--- config.mk ---
export PLATFORM = sky130hd
export DESIGN_NAME = brfb_ctrl
export DESIGN_NICKNAME = d
export VERILOG_FILES = /design/src/rtl/core/brfb_pkg.sv /design/src/rtl/core/brfb_ctrl.sv
export SDC_FILE = /design/constraint.sdc
export NUM_CORES = 1
export LEC_CHECK = 0
export ABC_CLOCK_PERIOD_IN_PS = 1690
export BUFFER_PORTS_ARGS = -buffer_cell sky130_fd_sc_hd__buf_2
export CORE_AREA = 2 2 39 41
export DETAILED_ROUTE_END_ITERATION = 7
export DIE_AREA = 0 0 41 43
export GPL_TIMING_DRIVEN = 0
export PLACE_DENSITY = 0.45
export RECOVER_POWER = 100
export SYNTH_ARGS = -nofsm -noshare
export SYNTH_HDL_FRONTEND = slang
export SYNTH_SLANG_ARGS = --single-unit
--- constraint.sdc ---
create_clock -name clk -period 1.69 [get_ports clk]
set_input_delay 0.338 -clock clk [delete_from_list [all_inputs] [get_ports clk]]
set_output_delay 0.338 -clock clk [all_outputs]
set_load 0.02 [all_outputs]
--- src/rtl/core/brfb_pkg.sv ---
`default_nettype none
package brfb_pkg;

	// Ring geometry.
	localparam int DEPTH_LOG2  = 12;
	localparam int MAX_REQUEST = 64;
	localparam int PTR_W       = DEPTH_LOG2 + 1;
	localparam int LANES       = 8;
	localparam int LANE_W      = 3;
	localparam int ROW_W       = DEPTH_LOG2 - LANE_W;
	localparam int ROWS        = 1 << ROW_W;

	// Field widths.
	localparam int OP_W   = 3;
	localparam int LEN_W  = 7;
	localparam int DATA_W = 64;
	localparam int BC_W   = 4;

	localparam logic [PTR_W-1:0] RING_SIZE = {1'b1, {DEPTH_LOG2{1'b0}}};
	localparam logic [LEN_W-1:0] MAX_REQ_L = LEN_W'(MAX_REQUEST);
	localparam logic [LEN_W-1:0] LANES_L   = LEN_W'(LANES);

	typedef enum logic [OP_W-1:0] {
		OP_PUT_PART  = 3'd0,
		OP_PUT_ALL   = 3'd1,
		OP_GET_PART  = 3'd2,
		OP_GET_ALL   = 3'd3,
		OP_PEEK_PART = 3'd4,
		OP_PEEK_ALL  = 3'd5,
		OP_COMMIT    = 3'd6
	} op_t;

	// Commands from the controller to the datapath.
	typedef struct packed {
		logic accept;  // an item is taken this cycle
		logic single;  // load the output register with a one-result response
		logic issue;   // read the next chunk from the lane memories
		logic move;    // move the read chunk into the output register
	} brfb_cmd_t;

	// Status from the datapath to the controller.
	typedef struct packed {
		logic read_go;     // the offered item is a get or peek that moves bytes
		logic last_chunk;  // the next chunk to issue is the final one
	} brfb_sts_t;

endpackage
`default_nettype wire

--- src/rtl/core/brfb_ctrl.sv ---
`default_nettype none
module brfb_ctrl import brfb_pkg::*; (
	input  logic      clk,
	input  logic      arst_n,
	input  logic      in_valid,
	output logic      in_ready,
	output logic      out_valid,
	input  logic      out_ready,
	input  brfb_sts_t sts,
	output brfb_cmd_t cmd
);

	typedef enum logic {
		ST_IDLE,
		ST_READ
	} state_t;

	state_t state_q;
	logic   pend_q;
	logic   out_valid_q;
	logic   out_free;
	logic   take;

	assign out_free = !out_valid_q || out_ready;
	assign take     = out_valid_q && out_ready;
	assign in_ready = (state_q == ST_IDLE) && !pend_q && out_free;

	always_comb begin
		cmd.accept = in_valid && in_ready;
		cmd.single = cmd.accept && !sts.read_go;
		cmd.move   = pend_q && out_free;
		cmd.issue  = (state_q == ST_READ) && (!pend_q || cmd.move);
	end

	always_ff @(posedge clk or negedge arst_n) begin
		if (!arst_n) begin
			state_q     <= ST_IDLE;
			pend_q      <= 1'b0;
			out_valid_q <= 1'b0;
		end else begin
			unique case (state_q)
				ST_IDLE: begin
					if (cmd.accept && sts.read_go) begin
						state_q <= ST_READ;
					end
				end
				ST_READ: begin
					if (cmd.issue && sts.last_chunk) begin
						state_q <= ST_IDLE;
					end
				end
				default: begin
					state_q <= ST_IDLE;
				end
			endcase

			if (cmd.issue) begin
				pend_q <= 1'b1;
			end else if (cmd.move) begin
				pend_q <= 1'b0;
			end

			if (cmd.single || cmd.move) begin
				out_valid_q <= 1'b1;
			end else if (take) begin
				out_valid_q <= 1'b0;
			end
		end
	end

	assign out_valid = out_valid_q;

endmodule
`default_nettype wire

==> impl_summary.txt, run 1 <==
----------------------------------------------------
[Setup path]
  CP Data Required Time ... ~1.4 ns
  Delay of the slowest cell on the worst path ... 0.41 ns
  Critical path's top delay family ... flip-flops
  List of cells traversed by the critical path ... nand2b_1 > nor4_1 > buf_2
  Worst Setup End Kind ... primary output
  CP max FO ... 5
  Endpoint of the worst register-to-register path ... state_q$_DFF_PN0_
  Type of the worst setup path ... flop to primary output
  Startpoint of the worst-slack reg-to-reg timing path ... state_q$_DFF_PN0_
  Register-to-register setup slack ... about 0.7 ns
  Number of cells on the worst reg-to-reg path ... 3
  CP Launch Type ... flop
  Worst-path cell with the longest stage delay ... sky130_fd_sc_hd__dfrtp_1
  Data arrival at the endpoint of the critical path ... approximately 1.2 ns
  Count of buffering cells on the critical path with inverters included ... 1

[Timing]
  Max Clock Freq ... roughly 650 MHz
  Setup_tns ... 0 ns
  Shortest period the worst path allows ... 1.55 ns
  Setup repair after global routing missed its margin ... false
  Largest clock skew in the final design ... 0.00153 ns
  Final Setup Violations ... 0
  Final Max Tran Viols ... 0
  Fraction of the cycle the final worst path needs ... between 90% and 100%
  Final hold vios ... 0
  Max transition margin ... approximately 83%
  Measured slew at the worst slew-check pin ... 0.257 ns

[Yosys]
  Number of cells produced by synthesis ... 16
  Sequential area share after synthesis ... 43.8%
  Leading cell types by total area after synthesis ... sky130_fd_sc_hd__dfrtp_1 44%, sky130_fd_sc_hd__nand2b_4 8.0%, sky130_fd_sc_hd__nor2b_4 8.0%
  Mean Syn Cell Area ... between 10 and 15 um^2
  Leading area contributor after synthesis ... sky130_fd_sc_hd__dfrtp_1
  Syn Nets ... 22
  Synth Cell Area ... approximately 170 um^2
  Synthesis warning total ... 0
  Post-synth top area share ... 43.8%
  Synthesized flop and latch total ... 3
  Netlist cell types ... 14

[Run status]
  Status ... complete, no violations

[Global routing]
  Wire length of the first global-routing pass ... around 630 um
  Pin count of the biggest net entering global routing ... 7
  Remaining Overflow, GRT ... 0
  Via count of the first global-routing pass ... 150
  Antenna violations before repair ... 0
  GR Util All Layers ... approximately 6.2%

[Die]
  Initial standard-cell utilization of the core ... 12.4%
  Core area ... between 0.001 and 0.0015 mm^2
  Number of placed I/O pins ... 12
  Area of the die ... roughly 0.0018 mm^2
  Number of core rows ... 14
  Overall die width ... approximately 41 um
  Die span in y ... 43 um

[Final layout]
  Synth-to-layout area growth ... 57.7%
  Most common library cell in the layout ignoring fill and taps ... sky130_fd_sc_hd__buf_2
  Final instance area ... 270 um^2
  Antenna Cells ... 0
  Fill cell total of the finished layout ... ~170
  Total number of nets in the final design ... 39
  Most used cells in the layout excluding fill and tap cells ... 6 x sky130_fd_sc_hd__buf_2, 5 x sky130_fd_sc_hd__clkbuf_1, 3 x sky130_fd_sc_hd__clkbuf_4, 3 x sky130_fd_sc_hd__dfrtp_1, 2 x sky130_fd_sc_hd__nand2b_1
  Core utilization of the finished layout ... approximately 20%
  Ratio of cells with drive above 1 in the final layout ... between 30% and 40%

[Place]
  DPL Wire Length ... 337 um
  Cell area after placement ... approximately 250 um^2
  Weighted congestion reported at the end of routability-driven placement ... about 0.55
  Input/output buffers ... 11

[Clock tree]
  Worst-path clk slew ... about 0.040 ns
  Post-CTS Setup Bufs ... 0
  Number of buffers inserted during clock tree synthesis ... 3
  Cell chosen for the clock root ... sky130_fd_sc_hd__clkbuf_4
  CTS tree ... built
  Number of sinks on the clock net ... 3
  Clock latency of the later-clocked register in the worst-skew pair ... about 0.23 ns
  Depth of the CTS H-tree ... 1
  Clock Path Buffers ... 2

[Run]
  # Max-Cap Violations ... 0

[Power]
  Worst vdd rail ir drop ... about 0.45 mV
  Pwr per Cell Area ... ~1900 mW/mm^2
  Static Leakage ... approximately 0.00013 uW

[Hold path]
  End point of the most critical hold path ... out_valid$_DFFE_PN0P_
  Class of the tightest hold or removal check ... primary input to flop
  Worst Hold Depth ... 2
  Start point of the worst hold path ... sts[1]

[Route]
  Post-detailed-route wirelength per cell ... between 9 and 10 um
  Average via count per standard cell ... ~3.4
  Via count of the routed design ... roughly 170
  Count of nets left with antenna violations after detail routing ... 0
  First-pass iteration count of the detailed router ... 2
  Overall routed net length ... 458 um
  DRC violation count after routing ... 0
  DR iter-0 viols ... 2

----------------------------------------------------
## sequential cells by signal, indices dropped and copies added, names as in the netlist
name,cells
out_valid,1
pend_q,1
state_q,1
## power breakdown
part           internal [uW]  switching [uW]
Sequential               105            39.3
Combinational           89.9             142
Clock                   88.6            38.5
## synthesized netlist by cell type
master                     instances
sky130_fd_sc_hd__nand3b_1          1
sky130_fd_sc_hd__dfrtp_1           3
sky130_fd_sc_hd__o21ai_0           1
sky130_fd_sc_hd__nor3_1            1
sky130_fd_sc_hd__nand2b_1          1
sky130_fd_sc_hd__nor2b_1           1
sky130_fd_sc_hd__nand2_1           1
sky130_fd_sc_hd__nor4_1            1
sky130_fd_sc_hd__nand2b_4          1
sky130_fd_sc_hd__nor3_2            1
sky130_fd_sc_hd__a22o_1            1
sky130_fd_sc_hd__nor2_1            1
sky130_fd_sc_hd__nor2b_4           1
sky130_fd_sc_hd__and2_1            1
## stage by stage
step / setup slack, ns / hold slack (ns) / power (uW) / cells
2_1_floorplan: 0.0513 / 0.0424 / 313 / 16
3_3_place_gp: 0.363 / 0.139 / 398 / 43
3_5_place_dp: 0.374 / 0.138 / 393 / 43
4_1_cts: 0.167 / 0.345 / 531 / 48
5_1_grt: 0.0692 / 0.359 / 549 / 48
6_report: 0.142 / 0.347 / 503 / 48
## worst max path at each step
stage / start / to / slack [ns] / cells after the start
detailed placement: out_ready / cmd[1] / 0.37 / 4
CTS: out_valid$_DFFE_PN0P_ / cmd[2] / 0.17 / 3
global placement: out_ready / cmd[1] / 0.36 / 4
global route: state_q$_DFF_PN0_ / cmd[3] / 0.07 / 3
finish: state_q$_DFF_PN0_ / cmd[2] / 0.14 / 3
floorplan: out_valid$_DFFE_PN0P_ / cmd[2] / 0.05 / 2
## metal layers
layer | vias to the layer above | wire (um) | global-route usage, %
met5 | - | 0 | 0
met4 | 0 | 0 | 6.00
met3 | 0 | 67 | 6.28
met2 | 12 | 145 | 5.63
met1 | 63 | 245 | 7.44
li1 | 90 | - | -
## kinds of logic after synthesis
kind of cell | after synthesis | synth area share (%)
simple gates | 11 | 48.2
flops | 3 | 43.8
compound gates | 2 | 8.03
## final cells by class
class,count,area [um^2],area share (%)
multi-input combinational,13,88.8,32.9
sequential,3,75.1,27.8
timing repair buffer,12,60.1,22.2
clock buffer,4,26.3,9.72
tap,16,20.0,7.41
## what timing repair did
item,4_1_cts,5_1_grt
gates resized for setup,0,0
hold buffers,1,0
endpoints found under the setup margin,0,0
endpoints found under the hold margin,3,0
No activity file was read; power rests on OpenSTA's default activity.
==> inputs of run 2 (changes only) <==
--- a/config.mk
+++ b/config.mk
@@ -7,11 +7,13 @@
 export LEC_CHECK = 0
 export ABC_CLOCK_PERIOD_IN_PS = 1690
 export BUFFER_PORTS_ARGS = -buffer_cell sky130_fd_sc_hd__buf_2
+export CELL_PAD_IN_SITES_DETAIL_PLACEMENT = 0
+export CELL_PAD_IN_SITES_GLOBAL_PLACEMENT = 1
 export CORE_AREA = 2 2 39 41
 export DETAILED_ROUTE_END_ITERATION = 7
 export DIE_AREA = 0 0 41 43
 export GPL_TIMING_DRIVEN = 0
-export PLACE_DENSITY = 0.45
+export PLACE_DENSITY = 0.54
 export RECOVER_POWER = 100
 export SYNTH_ARGS = -nofsm -noshare
 export SYNTH_HDL_FRONTEND = slang
==> run 2 against run 1 <==
Compared with the run above: via count grew 6.1%; first-iteration DRC count stayed put; sequential cell count stayed put; die area stayed put; critical path depth stayed put; wire length shrank 0.87%; final cell count unchanged; clock power decreased by 4%; utilization rose by 0.090 points; sequential power barely moved.
==> impl_summary.txt, run 2 (same netlist as run 1, synthesis figures left out) <==
----------------------------------------------------
[Run status]
  Status ... complete, no violations (unchanged)

[Setup path]
  Count of buffering cells on the critical path with inverters included ... 1 (unchanged)
  Worst-path cell with the longest stage delay ... sky130_fd_sc_hd__dfrtp_1 (unchanged)
  CP max FO ... 5 (unchanged)
  Critical path's top delay family ... flip-flops (unchanged)
  Stages on worst setup path ... 3 (unchanged)
  Number of cells on the worst reg-to-reg path ... 3 (unchanged)
  Data arrival at the endpoint of the critical path ... 1.21 ns (about the same)
  CP Launch Type ... flop (unchanged)
  CP Data Required Time ... 1.35 ns (about the same)
  Type of the worst setup path ... flop to primary output (unchanged)
  Delay of the slowest cell on the worst path ... 0.39 ns (was 0.41 ns)
  List of cells traversed by the critical path ... nor2b_4 > nor4_1 > clkbuf_2 (was nand2b_1 > nor4_1 > buf_2)
  Worst Setup End Kind ... primary output (unchanged)

[Global routing]
  Pin count of the biggest net entering global routing ... 7 (unchanged)
  Via count of the first global-routing pass ... 180 (was 150)
  Remaining Overflow, GRT ... 0 (unchanged)
  GR Util All Layers ... 6.04% (was 6.24%)
  Wire length of the first global-routing pass ... 676 um (was 634 um)
  Antenna violations before repair ... 0 (unchanged)

[Route]
  Average via count per standard cell ... 3.65 (was 3.44)
  DR iter-0 viols ... 2 (unchanged)
  Overall routed net length ... 454 um (was 458 um)
  Uppermost signal routing layer after detailed routing ... met3 (unchanged)
  Met3 wire length ... 75 um (was 67 um)
  Wire length on met1 ... 202 um (was 245 um)
  DRC violation count after routing ... 0 (unchanged)
  Detailed route wirelength on metal2 ... 175 um (was 145 um)
  First-pass iteration count of the detailed router ... 3 (was 2)
  Post-detailed-route wirelength per cell ... 9.46 um (was 9.54 um)
  Count of nets left with antenna violations after detail routing ... 0 (unchanged)
  Via count of the routed design ... 175 (was 165)

[Die]
  Number of core rows ... 14 (unchanged)
  Initial standard-cell utilization of the core ... 12.4% (unchanged)
  Area of the die ... 0.00176 mm^2 (unchanged)
  Core area ... 0.00138 mm^2 (unchanged)
  Die span in y ... 43 um (unchanged)
  Overall die width ... 41 um (unchanged)
  Number of placed I/O pins ... 12 (unchanged)

[Power]
  Clk pwr share ... 24.2% (was 25.3%)
  Total power draw ... 504 uW (was 503 uW)
  Power share of the combinational group ... 47.3% (was 46.1%)
  Switch share ... 43.1% (was 43.7%)
  Static Leakage ... 0.000127 uW (was 0.000129 uW)
  Fraction of power consumed by sequential logic ... 28.5% (was 28.7%)
  NetSw ... 217 uW (was 220 uW)
  Worst vdd rail ir drop ... 0.385 mV (was 0.449 mV)
  Total internal power ... 287 uW (was 283 uW)
  Pwr per Cell Area ... 1860 mW/mm^2 (about the same)

[Place]
  DPL Wire Length ... 364 um (was 337 um)
  Input/output buffers ... 11 (unchanged)
  Cell area after placement ... 246 um^2 (unchanged)
  Weighted congestion reported at the end of routability-driven placement ... 0.668 (was 0.551)

[Timing]
  Shortest period the worst path allows ... 1.55 ns (about the same)
  Measured slew at the worst slew-check pin ... 0.262 ns (was 0.257 ns)
  Final hold vios ... 0 (unchanged)
  Final Max Tran Viols ... 0 (unchanged)
  Max Clock Freq ... 645 MHz (was 646 MHz)
  Setup_tns ... 0 ns (unchanged)
  Setup repair after global routing missed its margin ... false (unchanged)
  Largest clock skew in the final design ... 0.00150 ns (was 0.00153 ns)
  Max transition margin ... 82.6% (was 83.0%)
  Fraction of the cycle the final worst path needs ... 91.7% (was 91.6%)
  Final Setup Violations ... 0 (unchanged)

[Hold path]
  Class of the tightest hold or removal check ... primary input to flop (unchanged)
  Worst Hold Depth ... 2 (unchanged)

[Final layout]
  Most common library cell in the layout ignoring fill and taps ... sky130_fd_sc_hd__clkbuf_1 (was sky130_fd_sc_hd__buf_2)
  Synth-to-layout area growth ... 58.4% (was 57.7%)
  Most used cells in the layout excluding fill and tap cells ... 6 x sky130_fd_sc_hd__clkbuf_1, 5 x sky130_fd_sc_hd__buf_2, 3 x sky130_fd_sc_hd__clkbuf_4, 3 x sky130_fd_sc_hd__dfrtp_1, 2 x sky130_fd_sc_hd__nor3_1 (was 6 x sky130_fd_sc_hd__buf_2, 5 x sky130_fd_sc_hd__clkbuf_1, 3 x sky130_fd_sc_hd__clkbuf_4, 3 x sky130_fd_sc_hd__dfrtp_1, 2 x sky130_fd_sc_hd__nand2b_1)
  Total number of nets in the final design ... 39 (unchanged)
  Antenna Cells ... 0 (unchanged)
  Ratio of cells with drive above 1 in the final layout ... 34.4% (was 37.5%)
  Core utilization of the finished layout ... 19.6% (was 19.5%)
  Final instance area ... 272 um^2 (was 270 um^2)

[Clock tree]
  Number of buffers inserted during clock tree synthesis ... 3 (unchanged)
  Post-CTS Setup Bufs ... 0 (unchanged)
  Depth of the CTS H-tree ... 1 (unchanged)
  Cell chosen for the clock root ... sky130_fd_sc_hd__clkbuf_4 (unchanged)
  Number of sinks on the clock net ... 3 (unchanged)
  Worst-path clk slew ... 0.04 ns (about the same)
  Clock latency of the later-clocked register in the worst-skew pair ... 0.23 ns (about the same)
  Clock Path Buffers ... 2 (unchanged)
  CTS tree ... built (unchanged)

[Run]
  # Max-Cap Violations ... 0 (unchanged)

----------------------------------------------------
==> run 2: cell types whose count changed in the layout (fill, tap and decap cells not counted) <==
cell	delta
sky130_fd_sc_hd__and2_1	+1
sky130_fd_sc_hd__and2_0	-1
sky130_fd_sc_hd__nand2b_4	+1
sky130_fd_sc_hd__nor3_1	+1
sky130_fd_sc_hd__nand2b_1	-1
sky130_fd_sc_hd__nor3_2	-1
sky130_fd_sc_hd__clkbuf_1	+1
sky130_fd_sc_hd__buf_2	-1
==> run 2: power groups by stage <==
stage	Combinational, uW	Clock, uW	Sequential (uW)
after global placement	252	0	144
after global routing	259	138	150
final	238	122	143
after floorplan	162	0	151
after detailed placement	254	0	145
after CTS	257	131	145
==> run 2: timing repair <==
item                                   in CTS  in global routing
endpoints found under the hold margin       3                  0
resized for setup                           0                  0
hold buffers                                1                  0
==> run 2: metal layers <==
layer	global-route usage [%]	up-vias
li1	-	88
met4	4.00	0
met3	4.71	0
met1	6.80	76
met2	7.50	11
met5	0	-
==> run 2: final timing paths <==
| path | end | startpoint | slack (ns) |
|---|---|---|---|
| worst max-delay path | cmd[2] | out_valid$_DFFE_PN0P_ | 0.14 |
| worst min-delay path | out_valid$_DFFE_PN0P_ | sts[1] | 0.35 |
| worst max register to register | state_q$_DFF_PN0_ | out_valid$_DFFE_PN0P_ | 0.66 |
| worst min register to register | pend_q$_DFFE_PN0P_ | state_q$_DFF_PN0_ | 0.55 |
| max in group asynchronous | pend_q$_DFFE_PN0P_ | arst_n | 1.08 |
| min in group asynchronous | out_valid$_DFFE_PN0P_ | arst_n | 0.45 |
==> run 2: cell type report <==
class                      count  area [um^2]
fill                         164         1110
tap                           16         20.0
timing repair buffer          12         58.8
multi-input combinational     13         91.3
sequential                     3         75.1
clock buffer                   4         26.3
==> run 2: through the flow <==
stage / cells / hold WS, ns / setup WS, ns
final: 48 / 0.350 / 0.140
after global routing: 48 / 0.361 / 0.0603
after CTS: 48 / 0.355 / 0.154
after detailed placement: 43 / 0.140 / 0.373
after global placement: 43 / 0.133 / 0.369
after floorplan: 16 / 0.0424 / 0.0513
